**config.mk**
```make
export PLATFORM = sky130hd
export DESIGN_NAME = msb_queue
export DESIGN_NICKNAME = d
export VERILOG_FILES = /design/src/sv/msb_pkg.sv /design/src/sv/msb_queue.sv
export SDC_FILE = /design/constraint.sdc
export NUM_CORES = 1
export LEC_CHECK = 0
export ABC_AREA = 1
export BUFFER_PORTS_ARGS = -buffer_cell sky130_fd_sc_hd__buf_2
export CORE_MARGIN = 8
export CORE_UTILIZATION = 35
export CTS_CLUSTER_DIAMETER = 120
export CTS_CLUSTER_SIZE = 8
export DETAILED_ROUTE_END_ITERATION = 10
export SLEW_MARGIN = 10
export SYNTH_ARGS = -nofsm -noshare
export SYNTH_HDL_FRONTEND = slang
export SYNTH_SLANG_ARGS = --single-unit
```
**constraint.sdc**
```tcl
create_clock -name clk -period 41.8 [get_ports clk]
set_input_delay 2.09 -clock clk [delete_from_list [all_inputs] [get_ports clk]]
set_output_delay 2.09 -clock clk [all_outputs]
set_load 0.02 [all_outputs]
```
**src/sv/msb_pkg.sv**
```systemverilog
// ----------------------------------------------------------------------------
// msb_pkg: shared types for the meshlet split/bounds block
// Field widths, the front-to-back request record, result kinds and back-end states.
// ----------------------------------------------------------------------------
package msb_pkg;

  localparam int unsigned CoordW = 32;
  localparam int unsigned CntW   = 32;
  localparam int unsigned TriW   = 9;

  typedef enum logic {
    KIND_MESHLET = 1'b0,
    KIND_RANGE   = 1'b1
  } kind_t;

  // One closed meshlet (box already final), a mesh range, or both, handed to the back end.
  typedef struct packed {
    logic                     has_meshlet;
    logic                     has_range;
    logic [CntW-1:0]          index_offset;
    logic [TriW-1:0]          triangle_count;
    logic                     has_vertex;
    logic signed [CoordW-1:0] min_x;
    logic signed [CoordW-1:0] min_y;
    logic signed [CoordW-1:0] min_z;
    logic signed [CoordW-1:0] max_x;
    logic signed [CoordW-1:0] max_y;
    logic signed [CoordW-1:0] max_z;
    logic [CntW-1:0]          first_meshlet;
    logic [CntW-1:0]          meshlet_total;
  } job_t;

  typedef enum logic [2:0] {
    BK_IDLE,
    BK_SQ,
    BK_SUM,
    BK_ROOT,
    BK_OUT_MESHLET,
    BK_OUT_RANGE
  } bk_state_t;

endpackage

```
**src/sv/msb_queue.sv**
```systemverilog
// ----------------------------------------------------------------------------
// msb_queue: job FIFO
// Small register FIFO between accumulator and sphere stage.
// ----------------------------------------------------------------------------
module msb_queue #(
  parameter int unsigned DEPTH = 4
) (
  input  logic          clk,
  input  logic          rst_n,
  input  logic          wr_valid,
  output logic          wr_ready,
  input  msb_pkg::job_t wr_data,
  output logic          rd_valid,
  input  logic          rd_ready,
  output msb_pkg::job_t rd_data
);

  localparam int unsigned AW = (DEPTH > 1) ? $clog2(DEPTH) : 1;

  msb_pkg::job_t mem [DEPTH];
  logic [AW-1:0] wp_r, rp_r;
  logic [AW:0]   cnt_r;
  logic          wr, rd;

  assign wr_ready = cnt_r != (AW+1)'(DEPTH);
  assign rd_valid = cnt_r != '0;
  assign wr = wr_valid & wr_ready;
  assign rd = rd_valid & rd_ready;
  assign rd_data = mem[rp_r];

  always_ff @(posedge clk) begin
    if (!rst_n) begin
      wp_r <= '0; rp_r <= '0; cnt_r <= '0;
    end else begin
      if (wr) wp_r <= (wp_r == AW'(DEPTH-1)) ? '0 : wp_r + 1'b1;
      if (rd) rp_r <= (rp_r == AW'(DEPTH-1)) ? '0 : rp_r + 1'b1;
      cnt_r <= cnt_r + (AW+1)'(wr) - (AW+1)'(rd);
    end
  end

  always_ff @(posedge clk) begin
    if (wr) mem[wp_r] <= wr_data;
  end

endmodule

```
==> metrics.txt <==
Least-Margin Pin Slew=1.154 ns; placer congestion estimate=slightly below 0.8; run status=completed; Crit Path Max Fanout=200; initial antenna violation count=51; FP Rows=131; Setup Viol. Count Final=0; critical path's top delay family=buffers and inverters; combinational power share=28.7%; Synth Instances=roughly 3k; Synth cell types=24; Post-Syn Nets=3276; Residual DRC=0; Setup TNS Final=0 ns; most common cell after layout, fill and taps aside=edfxtp_1; Hold Path Class=register to register; fmax=135.6 MHz; Arr. time, crit path=5.28 ns; Finished Layout Cells=around 5.3k; switching pwr=1.332 mW; hold violation total from the final report=0; P_leak=18.50 nW; ys flop type=edfxtp_1; Root Driver=clkbuf_16; top-area cell type share of the netlist area=80.37%; Worst Setup Start Kind=register; Clock Latency Late Sink=0.79 ns; Worst EP required=39.71 ns; Peak VDD IR=0.05877 mV; post-CTS sizing=0; synthesis-stage register bit count=1209; number of enable flip-flop cells after synthesis=around 1.2k; post-route clock period utilization=about 18%; Crit Path Class=register to output pin; core area=0.1274 mm²; Syn Std Cell Area=around 0.045 mm²; Overflow after GRT=0; Initial Utilization=35.21%; share of cells above drive strength 1=23.20%; YS warnings=0; Final HPWL DP=66760 µm; Worst-path clk slew=0.05 ns; number of DRC markers in iteration 0=1835; DR WL/cell=approximately 21 µm; cells along the critical path=clkinv_16, buf_4, buf_4, buf_4, buf_4, o21ai_0, o22ai_1, buf_2; cell mode on critical path=buf_4; drt first pass iters=5; Post-CTS Setup Repair Bufs=0; Worst Skew=0.04831 ns; CP bufs+invs=6; clock buffer depth=3; clock sinks=around 1.2k; die area=0.1398 mm²; largest net degree at the start of global routing=about 200; Switching Fraction=34.70%; Final Critical Period=7.372 ns; Reg power frac=39.7%; vias in the first global route=26.01k; TritonCTS buffer count=169; Worst path slowest cell=buf_4; Synth area leaders=edfxtp_1, o21ai_0, nor2_1, o22ai_1, buf_6; Slew Limit Fails=0; Filler Cell Count=11.39k; Synth async-reset ratio=0%; count of nets after finishing=roughly 3.9k; hold slack final=approximately 0.51 ns; Synth Area per Inst=15.13 µm²; CTS tree=yes; depth of the CTS H-tree=4; clock power share=31.5%; Crit path largest cell delay=roughly 0.87 ns; Int Power=2.506 mW; Placed Cells=around 5.1k; GRT Total Usage=15.45%; Pwr per Cell Area=around 71 mW/mm²; Avg Vias per Cell=5.015; floorplan die height=373.9 µm; Setup crit end kind=output pin; Total Wirelength=112400 µm; num ports=606; Synth area leader=edfxtp_1; slew margin rel.=between 20 and 25%; via count=approximately 27k; MaxCap Viol Count=0; Seq/Total Area, Yosys=slightly above 80%; first-pass GRT wire length=approximately 170000 µm; RSZ-0062 raised after global routing=no; Die X=373.9 µm; Area Overhead vs Synth=20.17%; post-route ant nets=0; port buffer count=~600; most frequent cells in the layout=edfxtp_1, nor2_1, buf_2; CTS Hold Bufs=0; Final Util=42.31%
tightest hold or removal path, stage by stage (launching register included):
cell     delay, ns
dfxtp_1       0.32
nor2_1        0.10
nor2_1        0.06
path summary, 6_finish.rpt:
kind / start / to / slack, ns / depth (start not counted)
hold / removal: rp_r[1]$_SDFFE_PN0N_ / register / 0.51 / 2
hold reg to reg: rp_r[1]$_SDFFE_PN0N_ / register / 0.51 / 2
setup reg to reg: cnt_r[1]$_SDFF_PN0_ / mem[1][184]$_DFFE_PP_ / 37.12 / 7
setup / recovery: register / rd_data[136] / 34.43 / 8
cell usage after synthesis, types with 2 or more instances:
| master | n |
|---|---|
| buf_4 | 15 |
| nand2_1 | 11 |
| o22ai_1 | 300 |
| clkbuf_1 | 88 |
| clkbuf_2 | 2 |
| buf_2 | 56 |
| ha_1 | 7 |
| dfxtp_1 | 9 |
| nor2_1 | 616 |
| nand3b_1 | 2 |
| o21ai_0 | 527 |
| o21ai_1 | 73 |
| buf_6 | 36 |
| inv_1 | 13 |
| edfxtp_1 | 1200 |
per-stage QoR:
stage	worst slack (ns)	instance area (µm²)	power, mW
final	34.43	53880	3.838
after global routing	33.98	53820	4.026
after CTS	34.28	53790	3.892
after detailed placement	35.19	49150	2.669
after global placement	35.28	49150	2.661
after floorplan	26.16	44840	2.319
layout make-up:
| cell class | count | area [µm²] | area share [%] |
|---|---|---|---|
| Sequential cell | 1209 | 36220 | 67.23 |
| Clock inverter | 15 | 307.8 | 0.5712 |
| Timing Repair Buffer | 645 | 3341 | 6.200 |
| Clock buffer | 192 | 4337 | 8.048 |
| Tap cell | 1662 | 2079 | 3.859 |
| Multi-Input combinational cell | 1542 | 7418 | 13.77 |
| Inverter | 14 | 86.33 | 0.1602 |
| Antenna cell | 36 | 90.09 | 0.1672 |
routing by layer:
metal,wire length (µm),track usage [%],up-vias,part of all wire [%]
li1,-,-,12470,-
met3,10810,6.590,184,9.6
met1,45590,19.07,13170,41
met2,53650,24.74,803,48
met5,163,0,-,0.15
met4,2177,4.624,24,1.9
state kept, by name, summed over array words and instances (netlist names), named ones only:
signal and count:
mem 1200, cnt_r 3, rp_r 2, wp_r 2
cells by family (layout without fill, tap and decap cells):
group	count (synthesis)	count (layout)	share of synthesized area (%)
other	0	36	0
AOI/OAI and AO/OA	902	902	10.91
xor gates and xnor gates	1	1	0.01954
adders and majority gates	8	8	0.2400
and+or+nand+nor	631	631	5.308
DFF	1209	1209	80.77
buffers and inverters	213	866	2.752
power by group through the flow:
stage / sequential, mW / clock [mW] / combinational [mW]
after floorplan: 1.60 / 0 / 0.718
after global placement: 1.55 / 0 / 1.11
after detailed placement: 1.55 / 0 / 1.12
after CTS: 1.53 / 1.24 / 1.12
after global routing: 1.54 / 1.29 / 1.20
final: 1.53 / 1.21 / 1.10
(Power assumes the default switching activity.)
