### src/sv/msb_pkg.sv
// ----------------------------------------------------------------------------
// msb_pkg: shared types for the meshlet split/bounds block
// Field widths, the front-to-back request record, result kinds and back-end states.
// ----------------------------------------------------------------------------
package msb_pkg;

  localparam int unsigned CoordW = 32;
  localparam int unsigned CntW   = 32;
  localparam int unsigned TriW   = 9;

  typedef enum logic {
    KIND_MESHLET = 1'b0,
    KIND_RANGE   = 1'b1
  } kind_t;

  // One closed meshlet (box already final), a mesh range, or both, handed to the back end.
  typedef struct packed {
    logic                     has_meshlet;
    logic                     has_range;
    logic [CntW-1:0]          index_offset;
    logic [TriW-1:0]          triangle_count;
    logic                     has_vertex;
    logic signed [CoordW-1:0] min_x;
    logic signed [CoordW-1:0] min_y;
    logic signed [CoordW-1:0] min_z;
    logic signed [CoordW-1:0] max_x;
    logic signed [CoordW-1:0] max_y;
    logic signed [CoordW-1:0] max_z;
    logic [CntW-1:0]          first_meshlet;
    logic [CntW-1:0]          meshlet_total;
  } job_t;

  typedef enum logic [2:0] {
    BK_IDLE,
    BK_SQ,
    BK_SUM,
    BK_ROOT,
    BK_OUT_MESHLET,
    BK_OUT_RANGE
  } bk_state_t;

endpackage

### src/sv/msb_if.sv
// ----------------------------------------------------------------------------
// msb_in_if / msb_out_if: valid/ready channels
// Input index requests and output result requests.
// ----------------------------------------------------------------------------
interface msb_in_if;
  logic        valid;
  logic        ready;
  logic        index_present;
  logic [31:0] vertex_index;
  logic [31:0] vertex_count;
  logic signed [31:0] pos_x;
  logic signed [31:0] pos_y;
  logic signed [31:0] pos_z;
  logic        mesh_end;
  modport source (output valid, index_present, vertex_index, vertex_count,
                  pos_x, pos_y, pos_z, mesh_end, input ready);
  modport sink (input valid, index_present, vertex_index, vertex_count,
                pos_x, pos_y, pos_z, mesh_end, output ready);
endinterface


### src/sv/msb_front.sv
// ----------------------------------------------------------------------------
// msb_front: index accumulator
// Folds vertices into triangle and meshlet boxes, counts, and issues jobs.
// ----------------------------------------------------------------------------
module msb_front #(
  parameter int unsigned MAX_TRIANGLES = 64
) (
  input  logic          clk,
  input  logic          rst_n,
  msb_in_if.sink        in_ch,
  output logic          job_valid,
  output msb_pkg::job_t job,
  input  logic          job_ready
);

  logic signed [31:0] tmin_r [3], tmax_r [3], mmin_r [3], mmax_r [3];
  logic signed [31:0] tmin_nxt [3], tmax_nxt [3], mmin_nxt [3], mmax_nxt [3];
  logic        thas_r, mhas_r, thas_nxt, mhas_nxt;
  logic [1:0]  corner_r, corner_nxt;
  logic [8:0]  tris_r, tris_nxt;
  logic [31:0] idx_r, idx_nxt, emitted_r, emitted_nxt, first_r, first_nxt;
  logic [31:0] cnt_r, cnt_nxt;
  logic        accept, in_rng, full;
  logic signed [31:0] p [3];
  msb_pkg::job_t job_c;

  assign in_ch.ready = job_ready;
  assign accept = in_ch.valid & in_ch.ready;
  assign p[0] = in_ch.pos_x;
  assign p[1] = in_ch.pos_y;
  assign p[2] = in_ch.pos_z;
  assign in_rng = in_ch.vertex_index < in_ch.vertex_count;

  always_comb begin
    thas_nxt = thas_r; mhas_nxt = mhas_r; corner_nxt = corner_r;
    tris_nxt = tris_r; idx_nxt = idx_r; emitted_nxt = emitted_r;
    first_nxt = first_r; cnt_nxt = cnt_r;
    for (int c = 0; c < 3; c++) begin
      tmin_nxt[c] = tmin_r[c]; tmax_nxt[c] = tmax_r[c];
      mmin_nxt[c] = mmin_r[c]; mmax_nxt[c] = mmax_r[c];
    end
    full = 1'b0;
    job_c = '0;
    if (in_ch.index_present) begin
      if (in_rng) begin
        for (int c = 0; c < 3; c++) begin
          if (!thas_r || p[c] < tmin_r[c]) tmin_nxt[c] = p[c];
          if (!thas_r || p[c] > tmax_r[c]) tmax_nxt[c] = p[c];
        end
        thas_nxt = 1'b1;
      end
      if (corner_r == 2'd2) begin
        corner_nxt = 2'd0;
        if (thas_nxt) begin
          for (int c = 0; c < 3; c++) begin
            if (!mhas_r || tmin_nxt[c] < mmin_r[c]) mmin_nxt[c] = tmin_nxt[c];
            if (!mhas_r || tmax_nxt[c] > mmax_r[c]) mmax_nxt[c] = tmax_nxt[c];
          end
          mhas_nxt = 1'b1;
        end
        thas_nxt = 1'b0;
        tris_nxt = tris_r + 9'd1;
        idx_nxt = idx_r + 32'd3;
        full = ({23'd0, tris_nxt} >= 32'(MAX_TRIANGLES));
      end else begin
        corner_nxt = corner_r + 2'd1;
      end
    end
    // meshlet closes when full, or at mesh end with triangles open
    job_c.has_meshlet = full || (in_ch.mesh_end && tris_nxt != 9'd0);
    job_c.has_range = in_ch.mesh_end;
    job_c.index_offset = idx_nxt - 32'(3 * tris_nxt);
    job_c.triangle_count = tris_nxt;
    job_c.has_vertex = mhas_nxt;
    job_c.min_x = mmin_nxt[0]; job_c.min_y = mmin_nxt[1]; job_c.min_z = mmin_nxt[2];
    job_c.max_x = mmax_nxt[0]; job_c.max_y = mmax_nxt[1]; job_c.max_z = mmax_nxt[2];
    if (job_c.has_meshlet) begin
      emitted_nxt = emitted_r + 32'd1;
      cnt_nxt = cnt_r + 32'd1;
      tris_nxt = '0;
      mhas_nxt = 1'b0;
    end
    job_c.first_meshlet = first_r;
    job_c.meshlet_total = cnt_nxt;
    if (in_ch.mesh_end) begin
      first_nxt = emitted_nxt;
      cnt_nxt = '0;
      corner_nxt = '0;
      thas_nxt = 1'b0;
      tris_nxt = '0;
      mhas_nxt = 1'b0;
    end
  end

  assign job_valid = accept & (job_c.has_meshlet | job_c.has_range);
  assign job = job_c;

  always_ff @(posedge clk) begin
    if (!rst_n) begin
      thas_r <= 1'b0; mhas_r <= 1'b0; corner_r <= '0; tris_r <= '0;
      idx_r <= '0; emitted_r <= '0; first_r <= '0; cnt_r <= '0;
    end else if (accept) begin
      thas_r <= thas_nxt; mhas_r <= mhas_nxt; corner_r <= corner_nxt;
      tris_r <= tris_nxt; idx_r <= idx_nxt; emitted_r <= emitted_nxt;
      first_r <= first_nxt; cnt_r <= cnt_nxt;
    end
  end

  always_ff @(posedge clk) begin
    if (accept) begin
      for (int c = 0; c < 3; c++) begin
        tmin_r[c] <= tmin_nxt[c]; tmax_r[c] <= tmax_nxt[c];
        mmin_r[c] <= mmin_nxt[c]; mmax_r[c] <= mmax_nxt[c];
      end
    end
  end

endmodule

### src/flat_wrapper.sv
// flat-port wrapper written by rule: the top's interface ports become plain ports
module msb_front_flat 
#(
  parameter int unsigned MAX_TRIANGLES = 64
)
  (clk, rst_n, job_valid, job, job_ready, in_ch_valid, in_ch_index_present, in_ch_vertex_index, in_ch_vertex_count, in_ch_pos_x, in_ch_pos_y, in_ch_pos_z, in_ch_mesh_end, in_ch_ready);
  msb_in_if in_ch_i ();
  input  logic clk;
  input  logic rst_n;
  output logic job_valid;
  output msb_pkg::job_t job;
  input  logic job_ready;
  input wire logic [$bits(in_ch_i.valid)-1:0] in_ch_valid;
  input wire logic [$bits(in_ch_i.index_present)-1:0] in_ch_index_present;
  input wire logic [$bits(in_ch_i.vertex_index)-1:0] in_ch_vertex_index;
  input wire logic [$bits(in_ch_i.vertex_count)-1:0] in_ch_vertex_count;
  input wire logic [$bits(in_ch_i.pos_x)-1:0] in_ch_pos_x;
  input wire logic [$bits(in_ch_i.pos_y)-1:0] in_ch_pos_y;
  input wire logic [$bits(in_ch_i.pos_z)-1:0] in_ch_pos_z;
  input wire logic [$bits(in_ch_i.mesh_end)-1:0] in_ch_mesh_end;
  output wire logic [$bits(in_ch_i.ready)-1:0] in_ch_ready;
  assign in_ch_i.valid = in_ch_valid;
  assign in_ch_i.index_present = in_ch_index_present;
  assign in_ch_i.vertex_index = in_ch_vertex_index;
  assign in_ch_i.vertex_count = in_ch_vertex_count;
  assign in_ch_i.pos_x = in_ch_pos_x;
  assign in_ch_i.pos_y = in_ch_pos_y;
  assign in_ch_i.pos_z = in_ch_pos_z;
  assign in_ch_i.mesh_end = in_ch_mesh_end;
  assign in_ch_ready = in_ch_i.ready;
  msb_front #(.MAX_TRIANGLES(MAX_TRIANGLES)) u_core (.clk(clk), .rst_n(rst_n), .in_ch(in_ch_i), .job_valid(job_valid), .job(job), .job_ready(job_ready));
endmodule
### config.mk
export PLATFORM = sky130hd
export DESIGN_NAME = msb_front_flat
export DESIGN_NICKNAME = d
export VERILOG_FILES = /design/src/sv/msb_pkg.sv /design/src/sv/msb_if.sv /design/src/sv/msb_front.sv /design/src/flat_wrapper.sv
export SDC_FILE = /design/constraint.sdc
export NUM_CORES = 2
export LEC_CHECK = 0
export BUFFER_PORTS_ARGS = -buffer_cell sky130_fd_sc_hd__clkbuf_2
export CORE_ASPECT_RATIO = 0.8
export CORE_MARGIN = 3
export CORE_UTILIZATION = 59
export DETAILED_ROUTE_END_ITERATION = 8
export MAX_ROUTING_LAYER = met4
export PLACE_DENSITY = 0.81
export SYNTH_ARGS = -nofsm -noshare
export SYNTH_HDL_FRONTEND = slang
export SYNTH_SLANG_ARGS = --single-unit
### constraint.sdc
create_clock -name clk -period 14.1 [get_ports clk]
set_clock_uncertainty 0.1 [all_clocks]
set_input_delay 3.525 -clock clk [delete_from_list [all_inputs] [get_ports clk]]
set_output_delay 3.525 -clock clk [all_outputs]
set_load 0.01 [all_outputs]
==> reports/results.tsv <==
stage	metric	value	unit
clock_network	cts_buffer_depth	3	
synthesis	yosysTopAreaCellShare	32.15	%
synthesis	netlist_area	35870	um^2
setup_path	r2r-end	u_core.mmax_r[0][64]	
power	power_density	99.09	nW/um^2
drt	first_pass_iters	5	
placed_design	finalWeightedCongestion	0.9267	
drt	ant_nets	0	
placed_design	pre_cts_ws	0.8706	ns
setup_path	rr_startpoint	u_core.tmax_r[0][73]	
drt	vias	29820	
sta	relSlewSlack	21.75	%
global_routing	track_usage	31.18	%
placed_design	dp.final_hpwl	74.49	mm
power	total_power	4.069	mW
power	vdd_drop_max	0.00009156	V
layout	fill_cells	4488	
clock_network	clkTransAtPathRegs	0.06	ns
worst_hold_path	whs_path_depth	2	
power	power_frac_comb	16.4	%
layout	fin_cells	4942	
synthesis	synth_compound_area_share	13.41	%
synthesis	synthesis.nets	4300	
synthesis	syn_avg_cell_area	9.704	um^2
setup_path	critical_path_arrival	9.71	ns
sta	period_share	94.55	%
floorplan	dieArea	63800	um^2
sta	timing.hold.ws	0.3627	ns
outcome	status	completed	
floorplan	fp.dieH	226.5	um
synthesis	ys_seq_area_share	40.02	%
floorplan	fp-row-count	80	
drt	drc	0	
global_routing	gr-total-overflow	0	
synthesis	synth.yosys.warnings	0	
sta	finalSetupViolCount	0	
layout	final_common_cell	clkbuf_2	
synthesis	synth_mux_area_share	7.542	%
placed_design	placed_area	39000	um^2
synthesis	synth_top_family_by_area	adder cells	
global_routing	grt_pass1_vias	28050	
clock_network	postCtsHoldBufs	0	
clock_network	cts_resized	0	
floorplan	core	59860	um^2
placed_design	io_buffers	467	
layout	final_cell_mix	467 x clkbuf_2, 463 x inv_1, 430 x ha_1, 384 x edfxtp_1, 261 x o21ai_0	
sta	rsz0062_at_grt	false	
floorplan	pin_count	468	
clock_network	tritoncts	built	
synthesis	synthSimpleGateAreaFrac	12.59	%
power	clockPowerShare	40.7	%
synthesis	ys_types	90	
drt	wl	99.58	mm
synthesis	synth_edf_count	384	
worst_hold_path	hold_class	reg2reg	
synthesis	async_reset_ff_share	0	%
setup_path	critPathRequiredTime	10.47	ns
clock_network	htreeDepth	2	
layout	drive_above_1_share	20.94	%
sta	report.final.slew_viol_count	0	
setup_path	crit_type	in2out	
synthesis	yosysTopAreaCell	edfxtp_1	
power	p_sw_share	27.18	%
sta	setup_ws	0.7685	ns
clock_network	clock_sinks	525	
run	drv_cap	0	
global_routing	grt_max_degree	129	
layout	area_growth	14.48	%
layout	final_nets	4716	
setup_path	endpoint_kind	output pin	
power	p_sw	1.106	mW
synthesis	synthAdderAreaFrac	15.45	%
synthesis	yosys_register_bits	525	
setup_path	worstSetupStartpoint	in_ch_vertex_count[1]	
synthesis	syn_inst	3696	
sta	hold_viol	0	
global_routing	grt_pass1_wl	154.2	mm
global_routing	antenna_found_initial	4	
clock_network	cts_root_buf	clkbuf_16	
setup_path	start_kind	primary input	
synthesis	synth-xor-area-share	4.396	%
clock_network	numCtsBuffers	57	
floorplan	initial_core_util	59.92	%
drt	routedWlPerCell	20.15	um
setup_path	path_max_fanout	20	
layout	fin_util	68.60	%
sta	fin_crit	13.33	ns
floorplan	die_w	281.7	um
synthesis	ys_top_cells_by_area	edfxtp_1 32%, ha_1 15%, dfxtp_1 7.9%	
placed_design	dp_cells	4832	
setup_path	rr_worst_depth	22	
power	seq_power_share	42.9	%
power	intPower	2.963	mW
clock_network	clk_latency	0.62	ns
drt	avgViaCountPerCell	6.034	
layout	fin_area	41060	um^2
worst_hold_path	holdPathEnd	u_core.first_r[0]	
setup_path	rrSetupSlack	7.73	ns
power	p_leak	18.44	nW
sta	tightestPinTransition	1.174	ns
synthesis	ys.flop_type	edfxtp_1	
sta	fin_tns_setup	0	ns
drt	drtIter0Drc	2612	
clock_network	postCtsSetupBuffers	0	
worst_hold_path	min-delay-start	u_core.first_r[0]	
sta	fmax	75.01	MHz
-- area by class of cell --
type                       count  area [um^2]  area share, %
antenna                        3        7.507        0.01828
tap                          779        974.7          2.374
clock inverter                36        490.5          1.195
multi-input combinational   2555        19250          46.87
clock buffer                  71         1560          3.800
inverter                     466         1765          4.300
timing repair buffer         507         2663          6.484
sequential                   525        14350          34.96
-- how the worst max path moves through the flow --
stage | endpoint | slack (ns) | cells after the start
4_1_cts | job[220] | 0.75 | 22
3_5_place_dp | job[220] | 0.87 | 22
5_1_grt | job[220] | 0.37 | 22
2_1_floorplan | job[76] | 1.75 | 23
3_3_place_gp | job[220] | 0.91 | 20
6_report | job[220] | 0.77 | 22
-- cells in the mapped netlist (82+ instances only) --
master and count:
edfxtp_1 384, clkbuf_1 124, ha_1 430, xnor2_1 98
nor2_1 201, xor2_1 82, a21oi_1 218, mux2_2 203
dfxtp_1 141, nand3_1 139, nand2_1 235, o21ai_0 262
nand4_1 99, inv_1 464
-- worst max-delay path, cell delays in order --
cell and delay [ns]:
clkbuf_2 0.08, inv_1 0.03, ha_1 0.51, nand2_1 0.08
o21ai_0 0.32, a211oi_1 0.15, o41ai_2 0.74, a21oi_4 0.21
o311a_2 0.26, buf_4 0.23, o21ai_0 0.55, ha_1 0.36
nand2_1 0.07, nor2_1 0.06, a21oi_1 0.16, o21ai_0 0.18
a221oi_1 0.28, a21oi_1 0.16, o41ai_4 0.91, buf_12 0.30
mux2_4 0.33, clkbuf_2 0.14
-- power groups by stage --
stage               sequential [mW]  combinational [mW]  clock (mW)
global placement               1.78               0.631           0
detailed placement             1.78               0.651           0
finish                         1.75               0.665        1.66
floorplan                      1.78               0.423           0
global route                   1.75               0.742        1.74
CTS                            1.74               0.658        1.67
-- cells by family after synthesis --
group           count (synthesis)
compound gates                781
buf+inv                       616
mux                           234
xor+xnor                      180
fa+ha+maj                     438
flops                         525
simple gates                  922
-- per-layer routing --
layer	global-route usage, %	routed length (um)	vias to the layer above
li1	-	-	14150
met5	-	0	-
met1	42.27	42910	14130
met3	5.065	8282	218
met2	48.11	45020	1325
met4	9.953	3367	0
-- flip-flops by register name (all words and copies together), names as in the netlist --
register          count
u_core.idx_r         32
u_core.tris_r         9
u_core.mmax_r        96
u_core.thas_r         1
u_core.mhas_r         1
u_core.emitted_r     32
u_core.tmax_r        96
u_core.corner_r       2
u_core.tmin_r        96
u_core.mmin_r        96
u_core.first_r       32
u_core.cnt_r         32
No activity file was read; power rests on OpenSTA's default activity.
